`src/sseq_pkg.sv`:
```
// ----------------------------------------------------------------------------
// sseq_pkg
// Shared widths, command codes and register indexes for the step sequencer.
// ----------------------------------------------------------------------------
package sseq_pkg;

    // Default geometry of the pattern.
    localparam int CHANNELS_DEF = 5;
    localparam int STEPS_DEF    = 16;
    localparam int SUBTICKS_DEF = 6;

    // Field widths of the request and event streams.
    localparam int CMD_W     = 3;
    localparam int CHAN_W    = 3;
    localparam int STEP_IN_W = 4;
    localparam int NOTE_W    = 8;
    localparam int LEN_W     = 8;

    // Packed bus widths, rounded up to whole bytes.
    localparam int S_TDATA_W = 24;
    localparam int M_TDATA_W = 16;

    // Configuration port.
    localparam int CFG_INDEX_W = 2;
    localparam int CFG_DATA_W  = 8;

    localparam logic [7:0] TEMPO_DIV_RESET = 8'd10;

    // Request commands; codes 6 and 7 carry no meaning and are ignored.
    typedef enum logic [CMD_W-1:0] {
        CMD_INT_TICK   = 3'd0,
        CMD_MIDI_CLOCK = 3'd1,
        CMD_PLAY       = 3'd2,
        CMD_STOP       = 3'd3,
        CMD_CONTINUE   = 3'd4,
        CMD_WRITE      = 3'd5
    } cmd_t;

    // Configuration register indexes.
    typedef enum logic [CFG_INDEX_W-1:0] {
        REG_TEMPO_DIVISOR  = 2'd0,
        REG_EXTERNAL_CLOCK = 2'd1,
        REG_CLOCK_SCALE    = 2'd2
    } cfg_reg_t;

endpackage

```
`src/step_sequencer_note_events.sv`:
```
// ----------------------------------------------------------------------------
// step_sequencer_note_events
// Multi-channel step sequencer that turns clock and transport requests into
// note-on and note-off events, with the pattern held in an entry memory.
// ----------------------------------------------------------------------------
//
// Channel   Direction  Payload
// s_*       in         tuser: command; tdata: channel, step, note_value, note_length
// m_*       out        tuser: event_kind; tdata: event_channel, event_note;
//                      tlast: last_event
// cfg_*     in         write enable, register index, data
//
// Play, continue, write and non-firing clock requests leave the block ready.
// A firing tick or a stop scans every channel and then flushes the last event:
// the entry memory has one read port, so channels are read one per cycle
// while the scan is not stalled. A stalled event output holds the scan only
// while the output register and the one-event holding slot are both full.
// Reset clears the counters, the transport and all entry valid bits, so
// every pattern entry reads as a rest with note zero until written.
// ----------------------------------------------------------------------------
module step_sequencer_note_events #(
    parameter int CHANNELS          = sseq_pkg::CHANNELS_DEF,
    parameter int STEPS             = sseq_pkg::STEPS_DEF,
    parameter int SUBTICKS_PER_STEP = sseq_pkg::SUBTICKS_DEF
) (
    input  logic                            clk,
    input  logic                            rst_n,
    // Request stream
    input  logic                            s_tvalid,
    output logic                            s_tready,
    // channel[2:0], step[6:3], note_value[14:7], note_length[22:15], zero fill
    input  logic [sseq_pkg::S_TDATA_W-1:0]  s_tdata,
    // command[2:0]
    input  logic [sseq_pkg::CMD_W-1:0]      s_tuser,
    // Event stream
    output logic                            m_tvalid,
    input  logic                            m_tready,
    // event_channel[2:0], event_note[10:3], zero fill
    output logic [sseq_pkg::M_TDATA_W-1:0]  m_tdata,
    // event_kind[0]
    output logic                            m_tuser,
    output logic                            m_tlast,
    // Configuration writes
    input  logic                            cfg_we,
    input  logic [sseq_pkg::CFG_INDEX_W-1:0] cfg_index,
    input  logic [sseq_pkg::CFG_DATA_W-1:0] cfg_data
);
    import sseq_pkg::*;

    localparam int DEPTH   = CHANNELS * STEPS;
    localparam int ADDR_W  = (DEPTH > 1) ? $clog2(DEPTH) : 1;
    localparam int STEP_W  = $clog2(STEPS);
    localparam int SUB_W   = $clog2(SUBTICKS_PER_STEP);
    localparam int ENTRY_W = NOTE_W + LEN_W;

    localparam logic [ADDR_W-1:0] STEPS_A   = ADDR_W'(STEPS);
    localparam logic [CHAN_W-1:0] LAST_CH   = CHAN_W'(CHANNELS - 1);
    localparam logic [STEP_W-1:0] LAST_STEP = STEP_W'(STEPS - 1);
    localparam logic [SUB_W-1:0]  LAST_SUB  = SUB_W'(SUBTICKS_PER_STEP - 1);

    typedef enum logic [1:0] {
        ST_IDLE,
        ST_SCAN,
        ST_FLUSH
    } state_t;

    typedef struct packed {
        logic              kind;
        logic [CHAN_W-1:0] chan;
        logic [NOTE_W-1:0] note;
    } event_t;

    // Request fields.
    cmd_t                 cmd;
    logic [CHAN_W-1:0]    in_chan;
    logic [STEP_IN_W-1:0] in_step;
    logic [NOTE_W-1:0]    in_note;
    logic [LEN_W-1:0]     in_len;

    // Configuration registers.
    logic [7:0] tempo_div_reg;
    logic       ext_clock_reg;
    logic [2:0] clock_scale_reg;

    // Sequencer state.
    state_t             state_reg;
    logic [STEP_W-1:0]  cur_step_reg;
    logic [SUB_W-1:0]   sub_tick_reg;
    logic [7:0]         tempo_count_reg;
    logic [7:0]         midi_count_reg;
    logic               running_reg;
    logic               scan_stop_reg;
    logic [CHAN_W-1:0]  ch_reg;
    logic [CHAN_W-1:0]  ch_next;

    // Event held back until the next one shows whether it is the last.
    logic   pend_valid_reg;
    event_t pend_reg;
    event_t cur_event;

    // Output register.
    logic   out_valid_reg;
    event_t out_reg;
    logic   out_last_reg;

    // Entry memory and its valid bits.
    logic [ENTRY_W-1:0] mem [DEPTH];
    logic [DEPTH-1:0]   vld_reg;
    logic [ENTRY_W-1:0] rd_data_reg;
    logic               rd_vld_reg;
    logic [ADDR_W-1:0]  rd_addr;
    logic [ADDR_W-1:0]  wr_addr;
    logic               mem_we;

    // Decode and handshake.
    logic [7:0]        tempo_inc;
    logic [7:0]        midi_inc;
    logic [7:0]        midi_target;
    logic              write_ok;
    logic [LEN_W-1:0]  ent_len;
    logic [NOTE_W-1:0] ent_note;
    logic              hit;
    logic              out_free;
    logic              scan_go;

    assign cmd     = cmd_t'(s_tuser);
    assign in_chan = s_tdata[2:0];
    assign in_step = s_tdata[6:3];
    assign in_note = s_tdata[14:7];
    assign in_len  = s_tdata[22:15];

    assign s_tready = (state_reg == ST_IDLE);

    // Divider counters and the entry write check.
    assign tempo_inc   = tempo_count_reg + 8'd1;
    assign midi_inc    = midi_count_reg + 8'd1;
    assign midi_target = 8'd1 << clock_scale_reg;
    assign write_ok    = ({1'b0, in_chan} < 4'(CHANNELS)) &&
                         ({3'b000, in_step} < 7'(STEPS));
    assign wr_addr     = ADDR_W'(in_chan) * STEPS_A + ADDR_W'(in_step);
    assign mem_we      = s_tready && s_tvalid && (cmd == CMD_WRITE) && write_ok;

    // Entry of the channel under evaluation; an unwritten entry is a rest.
    assign ent_len  = rd_vld_reg ? rd_data_reg[ENTRY_W-1:NOTE_W] : '0;
    assign ent_note = rd_vld_reg ? rd_data_reg[NOTE_W-1:0] : '0;

    // Event decision for the current channel.
    always_comb
    begin
        if (scan_stop_reg)
        begin
            hit = (ent_len != '0);
        end
        else if (sub_tick_reg == '0)
        begin
            hit = (ent_len != '0);
        end
        else
        begin
            hit = (ent_len == LEN_W'(sub_tick_reg));
        end
        cur_event.kind = scan_stop_reg || (sub_tick_reg != '0);
        cur_event.chan = ch_reg;
        cur_event.note = ent_note;
    end

    // The scan stalls only when a new event meets a full pending slot and a
    // blocked output register.
    assign out_free = !out_valid_reg || m_tready;
    assign scan_go  = !hit || !pend_valid_reg || out_free;

    // Channel to read next; a stalled scan reads the same entry again.
    always_comb
    begin
        if (state_reg == ST_SCAN && !scan_go)
        begin
            ch_next = ch_reg;
        end
        else if (state_reg == ST_SCAN && ch_reg != LAST_CH)
        begin
            ch_next = ch_reg + 3'd1;
        end
        else
        begin
            ch_next = '0;
        end
    end

    assign rd_addr = ADDR_W'(ch_next) * STEPS_A + ADDR_W'(cur_step_reg);

    // Entry memory: one write port, one registered read port.
    always_ff @(posedge clk)
    begin
        if (mem_we)
        begin
            mem[wr_addr] <= {in_len, in_note};
        end
        rd_data_reg <= mem[rd_addr];
    end

    // Valid bits of the entries.
    always_ff @(posedge clk or negedge rst_n)
    begin
        if (!rst_n)
        begin
            vld_reg    <= '0;
            rd_vld_reg <= 1'b0;
        end
        else
        begin
            if (mem_we)
            begin
                vld_reg[wr_addr] <= 1'b1;
            end
            rd_vld_reg <= vld_reg[rd_addr];
        end
    end

    // Control state, configuration and the output register.
    always_ff @(posedge clk or negedge rst_n)
    begin
        if (!rst_n)
        begin
            state_reg       <= ST_IDLE;
            tempo_div_reg   <= TEMPO_DIV_RESET;
            ext_clock_reg   <= 1'b0;
            clock_scale_reg <= 3'd0;
            cur_step_reg    <= '0;
            sub_tick_reg    <= '0;
            tempo_count_reg <= '0;
            midi_count_reg  <= '0;
            running_reg     <= 1'b0;
            scan_stop_reg   <= 1'b0;
            ch_reg          <= '0;
            pend_valid_reg  <= 1'b0;
            pend_reg        <= '0;
            out_valid_reg   <= 1'b0;
            out_reg         <= '0;
            out_last_reg    <= 1'b0;
        end
        else
        begin
            ch_reg <= ch_next;

            // Configuration writes.
            if (cfg_we)
            begin
                unique case (cfg_reg_t'(cfg_index))
                    REG_TEMPO_DIVISOR:  tempo_div_reg   <= cfg_data;
                    REG_EXTERNAL_CLOCK: ext_clock_reg   <= cfg_data[0];
                    REG_CLOCK_SCALE:    clock_scale_reg <= cfg_data[2:0];
                    default:            ;
                endcase
            end

            // The output register empties when taken; loads below override.
            if (m_tready)
            begin
                out_valid_reg <= 1'b0;
            end

            unique case (state_reg)
                ST_IDLE:
                begin
                    if (s_tvalid)
                    begin
                        unique case (cmd)
                            CMD_INT_TICK:
                            begin
                                if (!ext_clock_reg && running_reg)
                                begin
                                    if (tempo_inc == tempo_div_reg)
                                    begin
                                        tempo_count_reg <= '0;
                                        scan_stop_reg   <= 1'b0;
                                        state_reg       <= ST_SCAN;
                                    end
                                    else
                                    begin
                                        tempo_count_reg <= tempo_inc;
                                    end
                                end
                            end
                            CMD_MIDI_CLOCK:
                            begin
                                if (ext_clock_reg && running_reg)
                                begin
                                    if (midi_inc == midi_target)
                                    begin
                                        midi_count_reg <= '0;
                                        scan_stop_reg  <= 1'b0;
                                        state_reg      <= ST_SCAN;
                                    end
                                    else
                                    begin
                                        midi_count_reg <= midi_inc;
                                    end
                                end
                            end
                            CMD_PLAY:
                            begin
                                running_reg  <= 1'b1;
                                cur_step_reg <= '0;
                            end
                            CMD_STOP:
                            begin
                                running_reg     <= 1'b0;
                                tempo_count_reg <= '0;
                                midi_count_reg  <= '0;
                                sub_tick_reg    <= '0;
                                scan_stop_reg   <= 1'b1;
                                state_reg       <= ST_SCAN;
                            end
                            CMD_CONTINUE:
                            begin
                                running_reg <= 1'b1;
                            end
                            default:
                            begin
                                // Entry writes go to the memory; others are ignored.
                            end
                        endcase
                    end
                end

                ST_SCAN:
                begin
                    if (scan_go)
                    begin
                        if (hit)
                        begin
                            // A newer event means the pending one is not the last.
                            if (pend_valid_reg)
                            begin
                                out_valid_reg <= 1'b1;
                                out_reg       <= pend_reg;
                                out_last_reg  <= 1'b0;
                            end
                            pend_reg       <= cur_event;
                            pend_valid_reg <= 1'b1;
                        end
                        if (ch_reg == LAST_CH)
                        begin
                            state_reg <= ST_FLUSH;
                            // A tick moves the position once all channels are seen.
                            if (!scan_stop_reg)
                            begin
                                if (sub_tick_reg == LAST_SUB)
                                begin
                                    sub_tick_reg <= '0;
                                    if (cur_step_reg == LAST_STEP)
                                    begin
                                        cur_step_reg <= '0;
                                    end
                                    else
                                    begin
                                        cur_step_reg <= cur_step_reg + STEP_W'(1);
                                    end
                                end
                                else
                                begin
                                    sub_tick_reg <= sub_tick_reg + SUB_W'(1);
                                end
                            end
                        end
                    end
                end

                ST_FLUSH:
                begin
                    // The pending event, if any, is the last of this request.
                    if (!pend_valid_reg)
                    begin
                        state_reg <= ST_IDLE;
                    end
                    else if (out_free)
                    begin
                        out_valid_reg  <= 1'b1;
                        out_reg        <= pend_reg;
                        out_last_reg   <= 1'b1;
                        pend_valid_reg <= 1'b0;
                        state_reg      <= ST_IDLE;
                    end
                end

                default:
                begin
                    state_reg <= ST_IDLE;
                end
            endcase
        end
    end

    assign m_tvalid = out_valid_reg;
    assign m_tuser  = out_reg.kind;
    assign m_tlast  = out_last_reg;
    assign m_tdata  = {{(M_TDATA_W - CHAN_W - NOTE_W){1'b0}}, out_reg.note, out_reg.chan};

endmodule

```
`config.mk`:
```
export PLATFORM = sky130hd
export DESIGN_NAME = step_sequencer_note_events
export DESIGN_NICKNAME = d
export VERILOG_FILES = /design/src/sseq_pkg.sv /design/src/step_sequencer_note_events.sv
export SDC_FILE = /design/constraint.sdc
export NUM_CORES = 2
export LEC_CHECK = 0
export ABC_CLOCK_PERIOD_IN_PS = 3850
export BUFFER_PORTS_ARGS = -buffer_cell sky130_fd_sc_hd__clkbuf_2
export CORE_UTILIZATION = 28
export CTS_CLUSTER_DIAMETER = 40
export DETAILED_ROUTE_END_ITERATION = 6
export PLACE_DENSITY = 0.51
export SLEW_MARGIN = 20
export SYNTH_ARGS = -nofsm -noshare
export SYNTH_HDL_FRONTEND = slang
export SYNTH_SLANG_ARGS = --single-unit
```
`constraint.sdc`:
```
create_clock -name clk -period 3.85 [get_ports clk]
set_input_delay 0.5775 -clock clk [delete_from_list [all_inputs] [get_ports clk]]
set_output_delay 0.5775 -clock clk [all_outputs]
set_load 0.1 [all_outputs]
```
# == After elaboration in Yosys (flattened, before gate mapping) ==
# Memories as Yosys holds them, arrays and structs flattened. A register that Yosys moved wholly into a read port is not among the register bits.
# Cells that the tools add are included.
# op_classes
add_sub_neg,7
order_cmp,4
n_eq_ne,37
shifts,1
mux,74
bitwise,1
reduce_logical,43
# ops
operator,count
$or 80x80->80,1
$mux 12,5
$mux 8,6
$pmux 8 s2,2
$mux 4,7
$mux 1,25
$mux 3,8
$pmux 12 s2,1
$ne 2x2->1 const B,11
$mux 2,9
$ne 3x3->1 const B,6
$add 8x1->8 const B,2
$eq 8x8->1,2
$lt 7x8->1 const B,2
$add 7x4->7,2
$reduce_and 7->1,2
$eq 3x3->1 const B,4
$pmux 2 s3,2
$reduce_and 6->1,2
$reduce_bool 2->1,5
$reduce_and 3->1,3
$reduce_and 9->1,1
$eq 8x3->1,1
$logic_and 1x1->1,8
27 further kinds,50
# totals
register_bits,150
mem_bits_rw,1280
in_bits,42
out_inout_bits,20
wordCells,190
memories,1
# mem_list
name,words,width,rd,rd_ports_with_merged_regs,wr,line_no,rtl
mem,80,16,1,1,1,step_sequencer_note_events.sv:107,logic [ENTRY_W-1:0] mem [DEPTH];

# == Longest topological paths before layout ==
# depth
word_depth,13
depth_mapped,11
ltp_nobuf,9

# == Least setup slack after synthesis ==
# OpenSTA, ideal clock, no wires.
# synth_timing
path_type,register -> register
from,register state_reg[1]
to,memory mem[56][0] (netlist name) (enable)
setup_ns,0.389
t_arrival_ns,3.231
required_time_ns,3.461
path_slack_ns,0.230
path_stages_with_launch,9
n_path_buf,1
period_less_slack_ns,3.620
path_cell_list,dfrtp_1 > inv_1 > ha_1 > clkbuf_1 > and2_1 > nand4b_1 > nor3b_1 > nand3_1 > nor2_1
# synth_between
elab_chain_len,6
# synth_rtl
element,line_no,rtl
from (decl),step_sequencer_note_events.sv:86,state_t state_reg;
from (signal assigned),step_sequencer_note_events.sv:224,state_reg <= ST_IDLE;
from (signal assigned),step_sequencer_note_events.sv:276,state_reg <= ST_SCAN;
from (signal assigned),step_sequencer_note_events.sv:292,state_reg <= ST_SCAN;
$logic_not 2->1,step_sequencer_note_events.sv:132,assign s_tready = (state_reg == ST_IDLE);
via s_tready,step_sequencer_note_events.sv:30,"output logic s_tready,"
$logic_and 1x1->1 (3 in series),step_sequencer_note_events.sv:141,assign mem_we = s_tready && s_tvalid && (cmd == CMD_WRITE) && write_ok;
$mux 1,step_sequencer_note_events.sv:194,if (mem_we)
$mux 1 (implied by the code),step_sequencer_note_events.sv:196,"mem[wr_addr] <= {in_len, in_note};"
to (decl),step_sequencer_note_events.sv:107,
# The timed path passes the listed nets, and every way through them passes these cells.

# == Worst setup path after layout ==
# layout_timing
from,register state_reg[0]
to,memory mem[59][13] (netlist name) (enable)
# layout_between
elab_chain_len,6
# layout_rtl
element,line_no
$logic_not 2->1,step_sequencer_note_events.sv:132
$logic_and 1x1->1 (3 in series),step_sequencer_note_events.sv:141
$mux 1,step_sequencer_note_events.sv:194
$mux 1 (implied by the code),step_sequencer_note_events.sv:196
# Every way passes these cells.

==> results by group <==
Pwr
  – Static leakage: 22.4 nW
  – Pwr dens: 654 nW/µm²
  – PnR Total Power: 44.8 mW
  – Max VDD drop: 0.524 mV

Clocking
  – H-tree levels: 4
  – Post_cts resized: 0
  – CTS root buf: clkbuf_16
  – CTS buffer count: 187
  – Worst-path clk slew: 0.05 ns
  – Clock Latency Late Sink: 0.81 ns
  – Clock Tree Buf Depth: 3
  – TritonCTS clock tree: built
  – Clock sink total: 1446
  – Setup Fix Bufs, Post-CTS: 0

Logic synthesis
  – Post-Syn Area: 57000 µm²
  – Post-synth ARST share: 10.4%
  – Distinct cells, synth: 85
  – Number of flops mapped to enable cells by yosys: 1280
  – Area share of the largest cell type after synthesis: 67.4%
  – #FFs+latches synth: 1446
  – Largest area contributor in the netlist: edfxtp_1
  – Synthesized area per cell: 19.2 µm²
  – Area contributors post-synth: edfxtp_1 (67%), mux4_2 (9.8%), dfrtp_1 (6.5%)
  – Synth warn: 0
  – Synthesized instance count: 2966
  – Prevailing post-synth register cell: edfxtp_1
  – Register area share after synthesis: 74.5%

Worst setup path
  – Crit-path max FO: 16
  – R2R cell count: 9
  – Worst Setup End Kind: flop
  – CP Data Required Time: 4.31 ns
  – Crit path DAT: 3.68 ns
  – Critical Path Slowest Stage Cell: nand3_1
  – Worst path max stage delay: 0.44 ns
  – Crit-path cells: inv_1 -> ha_1 -> and2_1 -> nand4b_1 -> buf_4 -> nor3b_1 -> nand3_1 -> nor2_2 -> buf_4
  – Crit path launch type: flop
  – CP Class: flop to flop
  – Critical Path Most Common Cell: buf_4

GRT
  – Initial antenna violation count: 21
  – Tot GR Track Use: 14.3%
  – Largest net degree at the start of global routing: 90
  – GRT Residual Overflow: 0
  – Vias in the first global route: 29579
  – First-pass GRT wire length: 212000 µm

STA
  – Fmax achieved: 311 MHz
  – Clock skew: 0.0428 ns
  – Hold slack: 0.0698 ns
  – RSZ-0062 raised after global routing: no
  – Fin. Hold Viols: 0
  – Max Slew Vio Count: 0
  – Fin crit share: 83.5%
  – Relative slew slack: 28.2%
  – Final setup fails: 0
  – Minimum clock period: 3.21 ns
  – Final setup TNS: 0 ns
  – Worst-Margin Slew: 1.08 ns

Placed design
  – GP Congestion: 0.791
  – Post-DP HPWL: 88800 µm
  – Buffers on Ports: 55

Routing
  – Routed WL: 146000 µm
  – Initial DRC Count: 2603
  – DRC: 0
  – DR WL/cell: 24.1 µm
  – Via Count: 29348
  – Post-DR vias/cell: 4.82
  – ANT nets after route: 0
  – TritonRoute pass-1 iters: 5

Cells and area
  – Commonest non-fill, non-tap cell in the layout: edfxtp_1
  – Commonest non-fill, non-tap cells in the layout: edfxtp_1 (1280), mux2i_1 (255), mux4_2 (248), clkbuf_16 (188), buf_4 (170)
  – Util after Layout: 33.9%
  – Max FFs per register: 1280
  – Layout area overhead: 20.1%
  – Nets: 3298
  – Share of post-route cells with drive strength above 1: 30.1%

Die
  – Die width: 453 µm
  – Initial cell density of the core: 28.2%
  – Die Span Y: 453 µm
  – Die Footprint: 205000 µm²
  – Area of the core: 202000 µm²
  – Cell Rows: 165
  – IO Pins: 62

Run
  – Max cap viols: 0

Min path
  – WHS Path Cells: 2
  – HP Class: primary input to flop

Status
  – Run status: completed
==> final timing paths <==
path | from | endpoint | slack [ns]
worst max-delay path | state_reg[0] | mem[59][13] | 0.64
worst min-delay path | cfg_data[0] | clock_scale_reg[0] | 0.07
worst max register to register | state_reg[0] | mem[59][13] | 0.64
worst min register to register | vld_reg[42] | vld_reg[42] | 0.46
max in group asynchronous | rst_n | vld_reg[2] | 2.52
min in group asynchronous | rst_n | tempo_div_reg[5] | 0.37
==> timing repair <==
item                                    4_1_cts  5_1_grt
hold buffers                                  8        0
hold endpoints to repair                     72        0
endpoints found under the setup margin        0        0
==> logic make-up (layout without fill, tap and decap cells) <==
family / Yosys count / count (layout) / share of synthesized area [%]
AO/OA/AOI/OAI: 374 / 374 / 4.92
XOR/XNOR: 19 / 19 / 0.292
adder cells (fa/ha/maj): 8 / 8 / 0.176
buffers and inverters: 187 / 628 / 1.64
flip-flops: 1446 / 1446 / 74.5
multiplexers: 532 / 532 / 14.9
other: 1 / 9 / 0.00658
AND/OR/NAND/NOR: 399 / 399 / 3.57
==> through the flow <==
step / setup slack [ns] / cell area, µm² / std cells
after global routing: 0.420 / 68500 / 6083
final: 0.636 / 68500 / 6087
after CTS: 0.617 / 68500 / 6083
after global placement: 0.675 / 61800 / 5723
after floorplan: 0.230 / 57000 / 2970
after detailed placement: 0.612 / 61800 / 5723
==> final cells by class <==
class                      count  area (µm²)
multi-input combinational   1337       13800
tap                         2672        3340
fill                       19077      134000
sequential                  1446       42500
clock buffer                 215        4870
clock inverter               137        1700
inverter                      17        66.3
timing repair buffer         259        2180
antenna                        4        10.0
==> worst max-delay path: cells and delay by family, from the launching register on <==
family,cells,cell delay [ns]
buffers and inverters,3,0.68
adders and majority gates,1,0.34
and+or+nand+nor,5,1.48
DFF,1,0.38
==> metal layers <==
| layer | global-route usage, % | up-vias | wire length, µm | share of wire (%) |
|---|---|---|---|---|
| met5 | 0 | - | 32 | 0.022 |
| met4 | 3.72 | 6 | 3020 | 2.1 |
| met3 | 2.92 | 228 | 8640 | 5.9 |
| met2 | 22.1 | 801 | 67200 | 46 |
| met1 | 20.3 | 15552 | 67500 | 46 |
| li1 | - | 12761 | - | - |
==> synthesized netlist by cell type, drive strengths merged, types with 6 or more instances <==
cell type,instances
dfrtp,148
buf,101
o22ai,38
or2,80
clkbuf,69
nand2,100
ha,8
dfxtp,16
mux2i,255
nor3,8
xnor2,11
o21ai,64
and3,20
edfxtp,1280
a21boi,6
mux4,248
a21oi,37
o221ai,68
mux2,29
inv,17
nor2,110
nand3,23
a22oi,24
nand3b,13
a221oi,54
a211oi,36
xor2,8
==> power breakdown <==
group / internal [mW] / switching [mW]
logic: 3.74 / 5.43
clock network: 10.8 / 7.11
registers: 17.3 / 0.387
total: 31.9 / 12.9
(Power assumes the default switching activity.)
